## config.mk

```make
export PLATFORM = sky130hd
export DESIGN_NAME = wildcard_byte_pattern_scan_top
export DESIGN_NICKNAME = d
export VERILOG_FILES = /design/src/wbps_pkg.sv /design/src/wbps_cfg.sv /design/src/wbps_match.sv /design/src/wildcard_byte_pattern_scan_top.sv
export SDC_FILE = /design/constraint.sdc
export NUM_CORES = 2
export LEC_CHECK = 0
export ABC_AREA = 1
export BUFFER_PORTS_ARGS = -buffer_cell sky130_fd_sc_hd__buf_4
export CAP_MARGIN = 20
export CORE_ASPECT_RATIO = 1.4
export CORE_MARGIN = 3
export CORE_UTILIZATION = 37
export DETAILED_ROUTE_END_ITERATION = 10
export SLEW_MARGIN = 15
export SYNTH_ARGS = -nofsm -noshare
export SYNTH_HDL_FRONTEND = slang
export SYNTH_SLANG_ARGS = --single-unit
```

## constraint.sdc

```tcl
create_clock -name i_clk -period 14 [get_ports i_clk]
set_clock_uncertainty 0.15 [all_clocks]
set_input_delay 2.8 -clock i_clk [delete_from_list [all_inputs] [get_ports i_clk]]
set_output_delay 2.8 -clock i_clk [all_outputs]
set_load 0.01 [all_outputs]
```

## src/wbps_pkg.sv

```systemverilog
// shared types and constants for the wildcard byte pattern scanner
package wbps_pkg;

    localparam int BYTE_W     = 8;
    localparam int ADDR_W     = 32;
    localparam int LEN_W      = 6;
    localparam int CFG_IDX_W  = 3;
    localparam int CFG_DATA_W = 64;
    localparam int PAT_WORDS  = 4;
    localparam int PAT_BITS   = PAT_WORDS * CFG_DATA_W;

    // register indexes on the configuration channel
    localparam logic [CFG_IDX_W-1:0] REG_PAT_WORD0 = 3'd0;
    localparam logic [CFG_IDX_W-1:0] REG_PAT_WORD1 = 3'd1;
    localparam logic [CFG_IDX_W-1:0] REG_PAT_WORD2 = 3'd2;
    localparam logic [CFG_IDX_W-1:0] REG_PAT_WORD3 = 3'd3;
    localparam logic [CFG_IDX_W-1:0] REG_PAT_LEN   = 3'd4;

    // pattern byte that matches anything ('?')
    localparam logic [BYTE_W-1:0] WILDCARD = 8'h3F;

    // pattern as seen by the compare logic, length already clamped
    typedef struct packed {
        logic [PAT_BITS-1:0] bytes;
        logic [LEN_W-1:0]    len;
    } t_pattern;

endpackage

```

## src/wbps_cfg.sv

```systemverilog
// pattern and length registers with the configuration write port
module wbps_cfg
    import wbps_pkg::*;
#(
    parameter int PAT_MAX = 32
) (
    input  logic                  i_clk,
    input  logic                  i_rst_n,
    input  logic                  i_cfg_valid,
    output logic                  o_cfg_ready,
    input  logic [CFG_IDX_W-1:0]  i_cfg_index,
    input  logic [CFG_DATA_W-1:0] i_cfg_data,
    output t_pattern              o_pat
);

    logic [CFG_DATA_W-1:0] r_word [PAT_WORDS];
    logic [LEN_W-1:0]      r_len;
    logic [LEN_W-1:0]      eff_len;

    assign o_cfg_ready = 1'b1;

    always_ff @(posedge i_clk) begin
        if (!i_rst_n) begin
            for (int w = 0; w < PAT_WORDS; w++) begin
                r_word[w] <= '0;
            end
            r_len <= LEN_W'(1);
        end else if (i_cfg_valid) begin
            case (i_cfg_index)
                REG_PAT_WORD0: r_word[0] <= i_cfg_data;
                REG_PAT_WORD1: r_word[1] <= i_cfg_data;
                REG_PAT_WORD2: r_word[2] <= i_cfg_data;
                REG_PAT_WORD3: r_word[3] <= i_cfg_data;
                REG_PAT_LEN:   r_len     <= i_cfg_data[LEN_W-1:0];
                default: ;
            endcase
        end
    end

    // zero means one, anything past the window means the whole window
    always_comb begin
        if (r_len == '0) begin
            eff_len = LEN_W'(1);
        end else if (r_len > LEN_W'(PAT_MAX)) begin
            eff_len = LEN_W'(PAT_MAX);
        end else begin
            eff_len = r_len;
        end
    end

    assign o_pat.bytes = {r_word[3], r_word[2], r_word[1], r_word[0]};
    assign o_pat.len   = eff_len;

endmodule

```

## src/wbps_match.sv

```systemverilog
// aligns the byte window to the pattern length and compares all bytes in parallel
module wbps_match
    import wbps_pkg::*;
#(
    parameter int PAT_MAX = 32
) (
    input  logic [PAT_MAX*BYTE_W-1:0] i_win,
    input  t_pattern                  i_pat,
    output logic                      o_hit
);

    localparam int WIN_W = PAT_MAX * BYTE_W;

    logic [LEN_W-1:0]   sh_bytes;
    logic [WIN_W-1:0]   aligned;
    logic [PAT_MAX-1:0] ok;

    // newest byte sits at the top; the last len bytes move down to byte 0
    assign sh_bytes = LEN_W'(PAT_MAX) - i_pat.len;
    assign aligned  = i_win >> {sh_bytes, 3'b000};

    for (genvar j = 0; j < PAT_MAX; j++) begin : g_cmp
        logic [BYTE_W-1:0] pb;
        assign pb    = i_pat.bytes[j*BYTE_W +: BYTE_W];
        assign ok[j] = (LEN_W'(j) >= i_pat.len) || (pb == WILDCARD)
                       || (pb == aligned[j*BYTE_W +: BYTE_W]);
    end

    assign o_hit = &ok;

endmodule

```

## src/wildcard_byte_pattern_scan_top.sv

```systemverilog
// top level of the wildcard byte pattern scanner
// Scans a byte stream region by region and reports the absolute address of every
// non-overlapping occurrence of a programmed pattern of 1 to PAT_MAX bytes, where a
// pattern byte of 0x3F matches any byte. A request with tuser set opens a new region
// and its region_base becomes the address of that byte; bytes before the first region
// start belong to a region at address 0. A match must lie wholly inside its region,
// and after a match the next PAT_LEN - 1 bytes cannot end another one. Addresses wrap
// modulo 2^32. One byte is taken per clock cycle while the result register is free or
// is being taken; the whole-window compare and address add work on the byte while it
// sits in the input register, and the result register is loaded when that byte moves
// on. Throughput is set by the single parallel compare of the window against the
// pattern. Bytes that finish no match produce no result. Pattern registers
// are written on the configuration channel (index 0..3 pattern words, byte 0 lowest;
// index 4 length, 0 read as 1 and values above PAT_MAX read as PAT_MAX); write them
// only while the stream is idle.
module wildcard_byte_pattern_scan_top
    import wbps_pkg::*;
#(
    parameter int PAT_MAX = 32
) (
    input  logic                  i_clk,
    input  logic                  i_rst_n,
    // stream in
    input  logic                  i_s_tvalid,
    output logic                  o_s_tready,
    input  logic [39:0]           i_s_tdata,   // data_byte[7:0], region_base[39:8]
    input  logic                  i_s_tuser,   // region_start
    // configuration writes
    input  logic                  i_cfg_valid,
    output logic                  o_cfg_ready,
    input  logic [CFG_IDX_W-1:0]  i_cfg_index,
    input  logic [CFG_DATA_W-1:0] i_cfg_data,
    // stream out
    output logic                  o_m_tvalid,
    input  logic                  i_m_tready,
    output logic [ADDR_W-1:0]     o_m_tdata    // match_addr[31:0]
);

    localparam int WIN_W = PAT_MAX * BYTE_W;

    t_pattern pat;

    // input register
    logic              r_in_valid;
    logic [BYTE_W-1:0] r_in_byte;
    logic              r_in_start;
    logic [ADDR_W-1:0] r_in_base;

    // scan state
    logic [WIN_W-1:0]  r_win;
    logic [ADDR_W-1:0] r_offset;
    logic [LEN_W-1:0]  r_skip;
    logic [ADDR_W-1:0] r_base;

    // result register
    logic              r_out_valid;
    logic [ADDR_W-1:0] r_out_addr;

    logic              advance;
    logic [WIN_W-1:0]  n_win;
    logic [ADDR_W-1:0] n_offset;
    logic [LEN_W-1:0]  n_skip;
    logic [ADDR_W-1:0] base_cur;
    logic [LEN_W-1:0]  skip_cur;
    logic              in_reach;
    logic              hit;
    logic              found;
    logic [ADDR_W-1:0] match_addr;

    wbps_cfg #(.PAT_MAX(PAT_MAX)) u_cfg (
        .i_clk       (i_clk),
        .i_rst_n     (i_rst_n),
        .i_cfg_valid (i_cfg_valid),
        .o_cfg_ready (o_cfg_ready),
        .i_cfg_index (i_cfg_index),
        .i_cfg_data  (i_cfg_data),
        .o_pat       (pat)
    );

    // the byte in the input register moves on once the result slot is free
    assign advance    = r_in_valid && (!r_out_valid || i_m_tready);
    assign o_s_tready = !r_in_valid || advance;

    always_ff @(posedge i_clk) begin
        if (!i_rst_n) begin
            r_in_valid <= 1'b0;
        end else if (o_s_tready) begin
            r_in_valid <= i_s_tvalid;
        end
    end

    always_ff @(posedge i_clk) begin
        if (o_s_tready && i_s_tvalid) begin
            r_in_byte  <= i_s_tdata[BYTE_W-1:0];
            r_in_base  <= i_s_tdata[BYTE_W +: ADDR_W];
            r_in_start <= i_s_tuser;
        end
    end

    // window shifts toward byte 0, newest byte enters at the top
    if (PAT_MAX > 1) begin : g_win_shift
        assign n_win = {r_in_byte, r_win[WIN_W-1:BYTE_W]};
    end else begin : g_win_single
        assign n_win = r_in_byte;
    end

    // a region start restarts the offset, the skip count and the base
    assign base_cur = r_in_start ? r_in_base : r_base;
    assign skip_cur = r_in_start ? '0 : r_skip;
    assign n_offset = (r_in_start ? '0 : r_offset) + ADDR_W'(1);

    // bytes from before the region start cannot make a match: the offset gate holds it back
    assign in_reach = n_offset >= ADDR_W'(pat.len);

    wbps_match #(.PAT_MAX(PAT_MAX)) u_match (
        .i_win (n_win),
        .i_pat (pat),
        .o_hit (hit)
    );

    assign found      = (skip_cur == '0) && in_reach && hit;
    assign match_addr = base_cur + n_offset - ADDR_W'(pat.len);

    always_comb begin
        if (skip_cur != '0) begin
            n_skip = skip_cur - LEN_W'(1);
        end else if (found) begin
            n_skip = pat.len - LEN_W'(1);
        end else begin
            n_skip = '0;
        end
    end

    always_ff @(posedge i_clk) begin
        if (!i_rst_n) begin
            r_offset <= '0;
            r_skip   <= '0;
            r_base   <= '0;
        end else if (advance) begin
            r_offset <= n_offset;
            r_skip   <= n_skip;
            r_base   <= base_cur;
        end
    end

    always_ff @(posedge i_clk) begin
        if (advance) begin
            r_win <= n_win;
        end
    end

    // result register, held until the master side takes it
    always_ff @(posedge i_clk) begin
        if (!i_rst_n) begin
            r_out_valid <= 1'b0;
        end else if (advance) begin
            r_out_valid <= found;
        end else if (i_m_tready) begin
            r_out_valid <= 1'b0;
        end
    end

    always_ff @(posedge i_clk) begin
        if (advance && found) begin
            r_out_addr <= match_addr;
        end
    end

    assign o_m_tvalid = r_out_valid;
    assign o_m_tdata  = r_out_addr;

endmodule

```

==> impl_metrics.ini <==
[die]
initial_core_util = 0.374
die_x_um = 304
dieArea_um2 = 128000
core_area_um2 = 123000
num_io_pins = 148
row_count = 152
die_y_um = 423

[worst_setup_path]
worst_setup_path_end_kind = register
crit_type = reg2reg
arrival_ns = 9.03
startpoint_type = register
worstPathMaxFanout = 77
worstPathRequired_ns = 14.24

[synthesis]
yosysMostFrequentCell = nand2_1
seq_area_frac_synth = 0.411
ys_types = 53
synth_enable_flop_cells = 577
synth_top_family_by_area = simple AND/OR/NAND/NOR gates
syn_inst = 6425
yosys.area_share.simple = 0.407
syn_nets = 6614
syn-cell-area_um2 = 45900
muxShareOfSynthArea = 0.00610
synthAdderAreaFrac = 0.0217
ys_seq_elements = 655
yosysTopAreaCell = edfxtp_1
ys_top_cells_by_count = nand2_1 (1772), nand3_1 (1636), inv_1 (602)
yosysTopAreaCellShare = 0.377
ys_warn_count = 0
synth-compound-area-share = 0.0466
synth_xor_area_frac = 0.0191
postSynthAreaPerCell_um2 = 7.15
synth_flop_cell = edfxtp_1
async_reset_ff_frac = 0
synthTopCellsByArea = edfxtp_1 (38%), nand3_1 (18%), nand2_1 (14%), inv_1 (4.9%), nor2_1 (4.0%)

[drt]
viasPerCell = 5.74
drc = 0
via_count = 45900
routed_wl_um = 199000
firstDrtPassIters = 6
drtIter0Drc = 4515
wl_per_cell_um = 24.9
ant_nets = 0

[clocking]
cts_tree = built
cts_buffers = 74
clkTransAtPathRegs_ns = 0.07
cts_sinks = 655
post-cts-setup-buffer-count = 0
cts_hold_buf = 0
cts-resized-gates = 0
clk_latency_ns = 0.71
cts-root-buf = clkbuf_16
clk_path_buf_depth = 3
htree_levels = 3

[timing]
relSlewSlack = 0.211
final.period_utilization = 0.628
finalHoldViolations = 0
final.setup.tns_ns = 0
maxSlewViolCount = 0
max_freq_mhz = 114
rsz0062_at_grt = no
finalSetupViolCount = 0
finalWorstSetupSlack_ns = 5.21
worstMarginPinSlew_ns = 1.18
period_needed_ns = 8.79

[place]
post-place-ws_ns = 5.44
place_hpwl_um = 146000
gp_congestion = 1.08
port-buffer-count = 146
dp.cells = 7852

[outcome]
status = finished, final reports clean

[power]
irDropWorstVdd_mv = 0.104
powerDensity_nw_per_um2 = 117
leakage_nw = 22.2
finalPower_mw = 5.87

[grt]
grt_max_degree = 172
grt_pass1_vias = 43200
antenna_found_initial = 2
grt_first_pass_wirelength_um = 287000
overflow = 0
track_usage = 0.300

[final_layout]
drive_gt1_frac = 0.0540
area_delta_synth_final_pct = 9.56
fin_nets = 6501
layout.cells.non_filler = 7989

[run]
maxCapViolCount = 0

[hold_path]
hold_class = reg2reg
## registers in the layout, indices dropped and copies added (netlist names)
name and flops:
u_cfg.r_word 256, r_win 248, o_m_tdata 32, r_base 32, r_in_base 32, r_offset 32, r_in_byte 8, r_skip 6
u_cfg.r_len 6, o_m_tvalid 1, r_in_start 1, r_in_valid 1
## cells in the final DEF, fill, tap and decap left out, types with 6 or more instances in the layout
| master | netlist | routed |
|---|---|---|
| clkbuf_16 | 0 | 76 |
| o211ai_1 | 31 | 31 |
| a31oi_1 | 12 | 12 |
| nor4_1 | 28 | 28 |
| buf_12 | 0 | 8 |
| clkbuf_1 | 113 | 7 |
| xor2_1 | 73 | 73 |
| ha_1 | 70 | 69 |
| nand3b_1 | 56 | 56 |
| edfxtp_1 | 577 | 577 |
| clkbuf_8 | 0 | 7 |
| mux2i_1 | 28 | 28 |
| clkinv_1 | 2 | 13 |
| inv_6 | 0 | 7 |
| nor2_1 | 490 | 490 |
| xnor2_1 | 27 | 27 |
| o21ai_1 | 27 | 27 |
| nand2_1 | 1772 | 1768 |
| nor3_1 | 26 | 26 |
| fa_1 | 6 | 6 |
| buf_4 | 9 | 183 |
| o21bai_1 | 15 | 15 |
| nand3_1 | 1636 | 1635 |
| inv_1 | 602 | 601 |
| dfxtp_1 | 78 | 78 |
| a21oi_1 | 94 | 94 |
| nand4_1 | 173 | 173 |
| o21ai_0 | 131 | 131 |
| a211oi_1 | 28 | 28 |
| clkinvlp_4 | 0 | 10 |
## critical path: stages (launching register included)
cell and delay [ns]:
dfxtp_1 0.47, inv_2 0.23, nand2_8 0.53, nand2_8 0.43, inv_2 0.53, ha_1 0.46
nor2_4 0.11, nor2_8 0.17, buf_4 0.50, buf_4 0.78, buf_4 0.76, nand4_1 0.50
nand3_1 0.40, nand3_1 0.14, nand2_1 0.10, nand2_1 0.06, nand2_1 0.06, nand2_1 0.08
nor2_1 0.11, nand2_1 0.08, nand2_1 0.07, nand2_1 0.13, nor2_1 0.19, nand2_1 0.12
nor2_4 0.15, nand3_1 0.25, inv_1 0.44, buf_8 0.25
## metrics by stage
stage / util / hold slack, ns / cell area (um2)
finish: 0.409 / 0.280 / 50300
global route: 0.409 / 0.296 / 50300
CTS: 0.409 / 0.282 / 50300
detailed placement: 0.389 / 0.283 / 47800
global placement: 0.389 / 0.281 / 47800
floorplan: - / 0.274 / 45900
## kinds of logic (layout without fill, tap and decap cells)
| logic type | after synthesis | after routing |
|---|---|---|
| AOI/OAI and AO/OA | 369 | 369 |
| xor gates and xnor gates | 100 | 100 |
| adders and majority gates | 76 | 76 |
| buffers and inverters | 994 | 939 |
| DFF | 655 | 655 |
| muxes | 28 | 28 |
| other | 1 | 3 |
| and+or+nand+nor | 4202 | 4202 |
## where the power goes
| group | internal (mW) | switching (mW) | total, mW | leakage, nW |
|---|---|---|---|---|
| Sequential | 2.22 | 0.0675 | 2.29 | 6.13 |
| Clock | 1.13 | 0.900 | 2.03 | 1.16 |
| Combinational | 0.417 | 1.14 | 1.55 | 14.9 |
## final timing paths
path	end	cells after the start	slack, ns	from
worst max register to register	o_m_tdata[27]	27	5.21	u_cfg.r_len[5]
worst min register to register	r_win[70]	0	0.28	r_win[78]
worst min-delay path	r_win[70]	0	0.28	r_win[78]
worst max-delay path	o_m_tdata[27]	27	5.21	u_cfg.r_len[5]
## routing by layer
metal | wire length [um] | share of wire | GRT usage | vias to the layer above
li1 | - | - | - | 21500
met1 | 68800 | 0.35 | 0.321 | 21600
met2 | 95800 | 0.48 | 0.512 | 2135
met3 | 13200 | 0.066 | 0.0454 | 644
met4 | 21300 | 0.11 | 0.266 | 0
met5 | 0 | 0 | 0 | -
## final cells by class
| cell class | instances | area [um2] |
|---|---|---|
| Clock buffer | 90 | 2020 |
| Clock inverter | 44 | 410 |
| Fill cell | 12800 | 72600 |
| Timing Repair Buffer | 193 | 1550 |
| Multi-Input combinational cell | 4776 | 23100 |
| Antenna cell | 2 | 5.00 |
| Inverter | 612 | 2330 |
| Sequential cell | 655 | 18900 |
| Tap cell | 1617 | 2020 |
Power figures use the tool's default switching activity.
